**src/dfr_pkg.sv**
```systemverilog
// dfr_pkg: shared types, codes and constants of the sequenced block deframer
// holds parse phase codes, event codes, the result record and the crc-32 byte update
// no dependencies
package dfr_pkg;

    // widths of the result fields
    localparam int OFF_W   = 13;
    localparam int BYTE_W  = 8;
    localparam int EVENT_W = 3;
    localparam int FAIL_W  = 16;
    localparam int PHASE_W = 3;

    // parse phase codes
    localparam logic [PHASE_W-1:0] PH_SEQ = 3'd0;
    localparam logic [PHASE_W-1:0] PH_LEN = 3'd1;
    localparam logic [PHASE_W-1:0] PH_PAY = 3'd2;
    localparam logic [PHASE_W-1:0] PH_CRC = 3'd3;
    localparam logic [PHASE_W-1:0] PH_XOR = 3'd4;
    localparam logic [PHASE_W-1:0] PH_END = 3'd5;

    // event codes
    localparam logic [EVENT_W-1:0] EV_NONE     = 3'd0;
    localparam logic [EVENT_W-1:0] EV_ACCEPTED = 3'd1;
    localparam logic [EVENT_W-1:0] EV_DUP      = 3'd2;
    localparam logic [EVENT_W-1:0] EV_ABORT    = 3'd3;
    localparam logic [EVENT_W-1:0] EV_CRC_BAD  = 3'd4;
    localparam logic [EVENT_W-1:0] EV_XOR_BAD  = 3'd5;
    localparam logic [EVENT_W-1:0] EV_END      = 3'd6;
    localparam logic [EVENT_W-1:0] EV_END_BAD  = 3'd7;

    // crc and buffer constants
    localparam logic [31:0]      CRC_POLY        = 32'hEDB88320;
    localparam logic [31:0]      CRC_INIT        = 32'hFFFFFFFF;
    localparam logic [OFF_W-1:0] FLUSH_THRESHOLD = 13'd4096;
    localparam logic [FAIL_W-1:0] FAIL_MAX       = 16'hFFFF;

    // default depth of the result queue
    localparam int QUEUE_DEPTH_DEF = 4;

    // one result record
    typedef struct packed {
        logic               write_enable;
        logic [OFF_W-1:0]   write_offset;
        logic [BYTE_W-1:0]  write_data;
        logic [EVENT_W-1:0] event_code;
        logic [OFF_W-1:0]   committed_count;
        logic               flush_request;
        logic [FAIL_W-1:0]  error_count;
    } result_t;

    // reflected crc-32 update over one byte
    function automatic logic [31:0] crc_byte(input logic [31:0] crc_in,
                                             input logic [7:0] data);
        logic [31:0] c;
        c = crc_in ^ {24'd0, data};
        for (int k = 0; k < 8; k++)
        begin
            if (c[0])
                c = (c >> 1) ^ CRC_POLY;
            else
                c = c >> 1;
        end
        return c;
    endfunction

endpackage

```
**src/dfr_parser.sv**
```systemverilog
// dfr_parser: front part of the deframer, parses one byte per transfer
// keeps all frame state and pushes one result record per byte; uses dfr_pkg
module dfr_parser (
    input  logic              clk,
    input  logic              rst_n,
    input  logic              cfg_write_enable,
    input  logic              cfg_write_data,
    input  logic              accept,
    input  logic [7:0]        rx_byte,
    output dfr_pkg::result_t  result
);
    import dfr_pkg::*;

    logic               verify_crc_reg;
    logic [PHASE_W-1:0] phase_reg, phase_next;
    logic [7:0]         exp_seq_reg, exp_seq_next;
    logic [7:0]         xor_reg, xor_next;
    logic [7:0]         blk_len_reg, blk_len_next;
    logic [7:0]         pay_cnt_reg, pay_cnt_next;
    logic [31:0]        crc_reg, crc_next;
    logic [31:0]        rx_crc_reg, rx_crc_next;
    logic [1:0]         crc_cnt_reg, crc_cnt_next;
    logic [OFF_W-1:0]   fill_reg, fill_next;
    logic [OFF_W-1:0]   woff_reg, woff_next;
    logic [FAIL_W-1:0]  fail_reg, fail_next;

    logic [7:0]         pay_cnt_inc;
    logic [1:0]         crc_cnt_inc;
    logic [31:0]        rx_crc_shift;
    logic [FAIL_W-1:0]  fail_bump;
    logic               flushed;
    logic [OFF_W-1:0]   flushed_count;
    logic [OFF_W-1:0]   new_fill;

    // config register
    always_ff @(posedge clk or negedge rst_n)
    begin
        if (!rst_n)
            verify_crc_reg <= 1'b0;
        else if (cfg_write_enable)
            verify_crc_reg <= cfg_write_data;
    end

    assign pay_cnt_inc  = pay_cnt_reg + 8'd1;
    assign crc_cnt_inc  = crc_cnt_reg + 2'd1;
    assign rx_crc_shift = {rx_crc_reg[23:0], rx_byte};
    assign fail_bump    = (fail_reg != FAIL_MAX) ? fail_reg + 16'd1 : fail_reg;
    assign new_fill     = woff_reg;

    // parse step
    always_comb
    begin
        phase_next    = phase_reg;
        exp_seq_next  = exp_seq_reg;
        xor_next      = xor_reg;
        blk_len_next  = blk_len_reg;
        pay_cnt_next  = pay_cnt_reg;
        crc_next      = crc_reg;
        rx_crc_next   = rx_crc_reg;
        crc_cnt_next  = crc_cnt_reg;
        fill_next     = fill_reg;
        woff_next     = woff_reg;
        fail_next     = fail_reg;
        flushed       = 1'b0;
        flushed_count = '0;
        result        = '0;

        case (phase_reg)
            PH_LEN:
            begin
                blk_len_next = rx_byte;
                if (rx_byte == 8'd0)
                    phase_next = PH_END;
                else
                begin
                    xor_next     = xor_reg ^ rx_byte;
                    pay_cnt_next = 8'd0;
                    woff_next    = fill_reg;
                    crc_next     = CRC_INIT;
                    phase_next   = PH_PAY;
                end
            end
            PH_PAY:
            begin
                xor_next            = xor_reg ^ rx_byte;
                crc_next            = crc_byte(crc_reg, rx_byte);
                result.write_enable = 1'b1;
                result.write_offset = woff_reg;
                result.write_data   = rx_byte;
                woff_next           = woff_reg + 13'd1;
                pay_cnt_next        = pay_cnt_inc;
                if (pay_cnt_inc == blk_len_reg)
                begin
                    if (verify_crc_reg)
                    begin
                        rx_crc_next  = 32'd0;
                        crc_cnt_next = 2'd0;
                        phase_next   = PH_CRC;
                    end
                    else
                        phase_next = PH_XOR;
                end
            end
            PH_CRC:
            begin
                xor_next     = xor_reg ^ rx_byte;
                rx_crc_next  = rx_crc_shift;
                crc_cnt_next = crc_cnt_inc;
                if (crc_cnt_inc == 2'd0)
                begin
                    if (crc_reg != rx_crc_shift)
                    begin
                        fail_next         = fail_bump;
                        result.event_code = EV_CRC_BAD;
                        phase_next        = PH_SEQ;
                    end
                    else
                        phase_next = PH_XOR;
                end
            end
            PH_XOR:
            begin
                phase_next = PH_SEQ;
                if (rx_byte != xor_reg)
                    result.event_code = EV_XOR_BAD;
                else
                begin
                    fill_next = new_fill;
                    if (new_fill >= FLUSH_THRESHOLD)
                    begin
                        flushed       = 1'b1;
                        flushed_count = new_fill;
                        fill_next     = '0;
                    end
                    exp_seq_next      = exp_seq_reg + 8'd1;
                    fail_next         = '0;
                    result.event_code = EV_ACCEPTED;
                end
            end
            PH_END:
            begin
                phase_next = PH_SEQ;
                if (rx_byte != xor_reg)
                begin
                    fail_next         = fail_bump;
                    result.event_code = EV_END_BAD;
                end
                else
                begin
                    if (fill_reg != '0)
                    begin
                        flushed       = 1'b1;
                        flushed_count = fill_reg;
                        fill_next     = '0;
                    end
                    result.event_code = EV_END;
                end
            end
            default:
            begin
                // sequence byte; unused codes behave the same
                phase_next = PH_SEQ;
                if (rx_byte != exp_seq_reg)
                begin
                    if (rx_byte + 8'd1 == exp_seq_reg)
                        result.event_code = EV_DUP;
                    else
                        result.event_code = EV_ABORT;
                end
                else
                begin
                    xor_next   = xor_reg ^ rx_byte;
                    phase_next = PH_LEN;
                end
            end
        endcase

        result.flush_request   = flushed;
        result.committed_count = flushed ? flushed_count : fill_next;
        result.error_count     = fail_next;
    end

    // control state, updated per accepted byte
    always_ff @(posedge clk or negedge rst_n)
    begin
        if (!rst_n)
        begin
            phase_reg   <= PH_SEQ;
            exp_seq_reg <= '0;
            xor_reg     <= '0;
            blk_len_reg <= '0;
            pay_cnt_reg <= '0;
            crc_reg     <= CRC_INIT;
            rx_crc_reg  <= '0;
            crc_cnt_reg <= '0;
            fill_reg    <= '0;
            woff_reg    <= '0;
            fail_reg    <= '0;
        end
        else if (accept)
        begin
            phase_reg   <= phase_next;
            exp_seq_reg <= exp_seq_next;
            xor_reg     <= xor_next;
            blk_len_reg <= blk_len_next;
            pay_cnt_reg <= pay_cnt_next;
            crc_reg     <= crc_next;
            rx_crc_reg  <= rx_crc_next;
            crc_cnt_reg <= crc_cnt_next;
            fill_reg    <= fill_next;
            woff_reg    <= woff_next;
            fail_reg    <= fail_next;
        end
    end

    // a partly gathered crc only exists inside the crc phase
    assert property (@(posedge clk) disable iff (!rst_n)
        crc_cnt_reg != 2'd0 |-> phase_reg == PH_CRC)
        else $error("crc byte counter busy outside crc phase");

    // payload writes come only from the payload phase
    assert property (@(posedge clk) disable iff (!rst_n)
        accept && result.write_enable |-> phase_reg == PH_PAY)
        else $error("payload write outside payload phase");

    // flush only on an accepted block or a good end marker
    assert property (@(posedge clk) disable iff (!rst_n)
        accept && result.flush_request |->
            (result.event_code == EV_ACCEPTED || result.event_code == EV_END))
        else $error("flush request without accept or end");

endmodule

```
**src/dfr_queue.sv**
```systemverilog
// dfr_queue: back part of the deframer, a short queue of result records
// decouples the parser from the output stall; uses dfr_pkg
module dfr_queue #(
    parameter int DEPTH = dfr_pkg::QUEUE_DEPTH_DEF
) (
    input  logic              clk,
    input  logic              rst_n,
    input  logic              push,
    input  dfr_pkg::result_t  push_data,
    input  logic              pop,
    output logic              full,
    output logic              not_empty,
    output dfr_pkg::result_t  head
);
    import dfr_pkg::*;

    localparam int PTR_W = (DEPTH > 1) ? $clog2(DEPTH) : 1;
    localparam int CNT_W = $clog2(DEPTH + 1);
    localparam logic [PTR_W-1:0] LAST = PTR_W'(DEPTH - 1);
    localparam logic [CNT_W-1:0] FULL_CNT = CNT_W'(DEPTH);

    result_t           mem [DEPTH];
    logic [PTR_W-1:0]  wr_ptr_reg, wr_ptr_next;
    logic [PTR_W-1:0]  rd_ptr_reg, rd_ptr_next;
    logic [CNT_W-1:0]  count_reg, count_next;

    assign full      = (count_reg == FULL_CNT);
    assign not_empty = (count_reg != '0);
    assign head      = mem[rd_ptr_reg];

    // storage write
    always_ff @(posedge clk)
    begin
        if (push)
            mem[wr_ptr_reg] <= push_data;
    end

    // pointer and count update
    always_comb
    begin
        wr_ptr_next = wr_ptr_reg;
        rd_ptr_next = rd_ptr_reg;
        count_next  = count_reg;
        if (push)
            wr_ptr_next = (wr_ptr_reg == LAST) ? '0 : wr_ptr_reg + PTR_W'(1);
        if (pop)
            rd_ptr_next = (rd_ptr_reg == LAST) ? '0 : rd_ptr_reg + PTR_W'(1);
        if (push && !pop)
            count_next = count_reg + CNT_W'(1);
        else if (pop && !push)
            count_next = count_reg - CNT_W'(1);
    end

    always_ff @(posedge clk or negedge rst_n)
    begin
        if (!rst_n)
        begin
            wr_ptr_reg <= '0;
            rd_ptr_reg <= '0;
            count_reg  <= '0;
        end
        else
        begin
            wr_ptr_reg <= wr_ptr_next;
            rd_ptr_reg <= rd_ptr_next;
            count_reg  <= count_next;
        end
    end

    // occupancy never exceeds the depth
    assert property (@(posedge clk) disable iff (!rst_n)
        count_reg <= FULL_CNT)
        else $error("queue overflow");

    // a lone push grows the queue by exactly one entry
    assert property (@(posedge clk) disable iff (!rst_n)
        push && !pop |=> count_reg == $past(count_reg) + CNT_W'(1))
        else $error("queue count lost a push");

endmodule

```
**src/sequenced_block_deframer_core.sv**
```systemverilog
// sequenced_block_deframer_core: top level of the sequenced block deframer
// connects the byte parser (dfr_parser) to the result queue (dfr_queue); uses dfr_pkg
//
// Takes one received byte per input transfer and returns exactly one result per byte:
// a payload write (offset and data), a frame event, the committed byte count, a flush
// request and the consecutive error count. Frames are sequence, length, payload, an
// optional big-endian CRC-32 (verify_crc = 1) and an XOR byte; length zero ends the
// transfer. The parser handles one byte per clock while in_stall is low, its CRC-32 byte
// update being combinational, so a byte can be taken every cycle unless the queue is full.
// Each result is written into a queue of QUEUE_DEPTH entries and shown on the output once
// it reaches the queue head; in_stall rises only when that queue is full. Write verify_crc
// only when no results are pending.
module sequenced_block_deframer_core #(
    parameter int QUEUE_DEPTH = dfr_pkg::QUEUE_DEPTH_DEF
) (
    input  logic        clk,
    input  logic        rst_n,
    input  logic        cfg_write_enable,
    input  logic        cfg_write_data,
    input  logic        in_valid,
    output logic        in_stall,
    input  logic [7:0]  rx_byte,
    output logic        out_valid,
    input  logic        out_stall,
    output logic        write_enable,
    output logic [12:0] write_offset,
    output logic [7:0]  write_data,
    output logic [2:0]  event_code,
    output logic [12:0] committed_count,
    output logic        flush_request,
    output logic [15:0] error_count
);
    import dfr_pkg::*;

    logic    accept;
    logic    pop;
    logic    full;
    result_t parsed;
    result_t head;

    // input transfer and output transfer
    assign in_stall = full;
    assign accept   = in_valid && !full;
    assign pop      = out_valid && !out_stall;

    dfr_parser u_parser (
        .clk              (clk),
        .rst_n            (rst_n),
        .cfg_write_enable (cfg_write_enable),
        .cfg_write_data   (cfg_write_data),
        .accept           (accept),
        .rx_byte          (rx_byte),
        .result           (parsed)
    );

    dfr_queue #(
        .DEPTH (QUEUE_DEPTH)
    ) u_queue (
        .clk       (clk),
        .rst_n     (rst_n),
        .push      (accept),
        .push_data (parsed),
        .pop       (pop),
        .full      (full),
        .not_empty (out_valid),
        .head      (head)
    );

    // result fields
    assign write_enable    = head.write_enable;
    assign write_offset    = head.write_offset;
    assign write_data      = head.write_data;
    assign event_code      = head.event_code;
    assign committed_count = head.committed_count;
    assign flush_request   = head.flush_request;
    assign error_count     = head.error_count;

endmodule
```
**config.mk**
```make
export PLATFORM = sky130hd
export DESIGN_NAME = sequenced_block_deframer_core
export DESIGN_NICKNAME = d
export VERILOG_FILES = /design/src/dfr_pkg.sv /design/src/dfr_parser.sv /design/src/dfr_queue.sv /design/src/sequenced_block_deframer_core.sv
export SDC_FILE = /design/constraint.sdc
export NUM_CORES = 1
export LEC_CHECK = 0
export ABC_AREA = 1
export BUFFER_PORTS_ARGS = -buffer_cell sky130_fd_sc_hd__buf_2
export CORE_MARGIN = 10
export CORE_UTILIZATION = 30
export DETAILED_ROUTE_END_ITERATION = 12
export GPL_TIMING_DRIVEN = 0
export PLACE_DENSITY = 0.46
export SYNTH_ARGS = -nofsm -noshare
export SYNTH_HDL_FRONTEND = slang
export SYNTH_SLANG_ARGS = --single-unit
export TNS_END_PERCENT = 1
```
**constraint.sdc**
```tcl
create_clock -name clk -period 4.9 [get_ports clk]
set_input_delay 0.49 -clock clk [delete_from_list [all_inputs] [get_ports clk]]
set_output_delay 0.49 -clock clk [all_outputs]
set_load 0.05 [all_outputs]
```
==> results by group <==
Worst setup path
  – Worst-path fanout max: 10
  – Startpoint types: register
  – Critical path type: register to output pin
  – FF-to-FF setup slack: 1840 ps
  – Worst Path Required: 4410 ps
  – Critical Path End Type: output pin
  – Critical path data arrival time: 3570 ps

Synthesis
  – Synthesized netlist net count: 1925
  – Synth Area in XOR/XNOR: 0.05121
  – Mapped Area: 17790 um2
  – Compound-gate portion of the synthesized area: 0.09996
  – Post-synth EDFFs: 220
  – Synth async-reset ratio: 0.3939
  – Area share of the largest cell type after synthesis: 0.3714
  – Mux cell area share after synthesis: 0.001266
  – Synth top area cells: edfxtp_1, dfrtp_1, nand2_1
  – Register area share after synthesis: 0.5749
  – Register bit total from synthesis: 363
  – Simple-gate share of the synthesized area: 0.2053
  – Largest family of logic cells by synthesized area: simple AND/OR/NAND/NOR gates
  – Syn avg cell area: 9.396 um2
  – Synthesized-area fraction occupied by adder cells: 0.01308
  – Ys Warns: 0
  – Cell variety after synth: 57
  – Post-Syn Instances: 1893
  – Cell taking the most area after synthesis: edfxtp_1
  – Top FF cell, synth: edfxtp_1

STA
  – RSZ-0062 raised after global routing: no
  – Final Hold Fails: 0
  – Setup TNS: 0 ps
  – Hold WS: 163.8 ps
  – Tcrit/Tclk final: 0.8294
  – Worst slew margin: 0.3655
  – Fmax: 246.1 MHz
  – Slew @ Worst Pin: 947.3 ps
  – Clock skew: 24.92 ps
  – Slew Limit Fails: 0
  – Setup ws final: 836.0 ps
  – Final setup fails: 0
  – Minimum clock period: 4064 ps

Die
  – Initial Util: 0.3019
  – Chip height: 263.5 um
  – Number of I/O pins: 71
  – Cell Rows: 89
  – Die Wd: 263.5 um
  – Total core area: 58910 um2
  – Full die area: 69420 um2

Placement
  – Cells after DPL: 2742
  – Post-Place Setup Slack: 1324 ps
  – Final GP Congestion: 0.8436
  – Dpl cell area: 19330 um2
  – PortBufs: 67
  – HPWL Detailed: 37580 um

Clock tree
  – CTS Buf Count: 44
  – CTS tree: built
  – Clock Path Buffers: 3
  – Clock latency on the worst-skew pair: 570 ps
  – CTS sink count: 363
  – Htree depth: 2
  – Reg clk slew, reported paths: 60 ps
  – Root buffer cell: clkbuf_16

Layout
  – Max reg flops: 220
  – Layout cells sized above 1: 0.1342
  – Post-layout util: 0.3522
  – Fin cells: 2822
  – Post-route cell area: 20750 um2
  – Area growth from synthesis to layout: 16.67%
  – Final net count: 2048
  – Commonest non-fill, non-tap cells in the layout: nand2_1, edfxtp_1, nor2_1, o21ai_0, inv_1
  – ANT cells: 0
  – Most common cell after layout, fill and taps aside: nand2_1

Detailed routing
  – Starting DRT DRC Count: 813
  – Number of vias per cell: 4.776
  – First drt pass iteration count: 5
  – Post-DRT Antenna Nets: 0
  – Drt wl/cell: 18.80 um
  – Final wirelength: 53060 um
  – DR vias: 13480
  – DR DRC count: 0

Global routing
  – GRT overflow: 0
  – Vias in the first global route: 13520
  – Gr usage total: 0.1506
  – First-pass GRT wire length: 82660 um
  – Initial antenna violation count: 0
  – Largest net degree at the start of global routing: 90

Pwr
  – Worst vdd ir: 350.5 uV
  – Power Internal: 7.662 mW
  – Power after layout: 13.82 mW
  – Sw Share: 0.4455
  – Leakage: 8.503 nW
  – NetSw: 6.156 mW
  – Seq pwr share: 0.324
  – Power density over the cells: 666.0 nW/um2
  – Clock network power share: 0.232
  – Combinational power share: 0.444

Flow run
  – Total of max-cap violations: 0

Run status
  – Outcome: complete, no violations

Worst hold path
  – HP Class: input pin to register
-- area by class of cell --
type,instances,area (um2)
multi-input cells,1293,6626
plain buffers,82,380.4
inverters,155,584.3
clock buffers,58,1184
flip-flops and latches,363,10220
well taps,773,967.2
repair buffers,77,558.0
clock inverters,21,225.2
fillers,5985,38160
-- power groups by stage --
stage | combinational, mW | sequential, mW | clock (mW)
after floorplan | 4.34 | 4.46 | 0
final | 6.14 | 4.48 | 3.20
after global routing | 6.77 | 4.55 | 3.43
after global placement | 6.08 | 4.59 | 0
after detailed placement | 6.23 | 4.53 | 0
after CTS | 6.25 | 4.48 | 3.30
-- per-layer routing --
metal	up-vias	global-route usage	routed length (um)
li1	6591	-	-
met1	6595	0.1962	24090
met2	230	0.2578	26010
met3	63	0.02528	2077
met4	0	0.03122	883
met5	-	0	0
-- worst max-delay path, cell delays in order (launching register included) --
cell and delay (ps):
dfrtp_1 460, clkbuf_1 350, inv_1 170, clkbuf_1 590, clkbuf_1 600, nor2_1 80, o22ai_1 380, buf_2 350
-- Yosys cell counts, drive strengths merged, types with 20 or more instances --
library cell  count
nor2            231
buf              32
a21oi            20
nand3            77
xor2             58
edfxtp          220
o21ai           203
nand2           483
o22ai            69
inv             154
or2              20
dfrtp           111
xnor2            31
clkbuf           50
dfstp            32
-- final timing paths --
kind                                          from                       to  cells past startpoint
min                                 cfg_write_data  u_parser.verify_crc_reg                      2
min in group asynchronous                    rst_n  u_parser.rx_crc_reg[21]                      2
min reg2reg                u_parser.crc_cnt_reg[1]  u_parser.crc_cnt_reg[1]                      2
max reg2reg                    u_parser.crc_reg[0]        u_queue.mem[0][9]                     16
max                          u_queue.rd_ptr_reg[0]            event_code[2]                      7
max in group asynchronous                    rst_n     u_parser.crc_reg[23]                      3
-- cell families after synthesis --
family / Yosys count
multiplexers: 2
AO/OA/AOI/OAI: 321
adder cells (fa/ha/maj): 18
buffers and inverters: 237
flip-flops: 363
XOR/XNOR: 90
AND/OR/NAND/NOR: 862
-- timing repair --
item                                   in CTS  in global routing
gates resized for setup                     0                  0
buffers inserted                            0                  0
endpoints found under the hold margin      36                  0
hold buffers                                1                  0
Power figures use the tool's default switching activity.
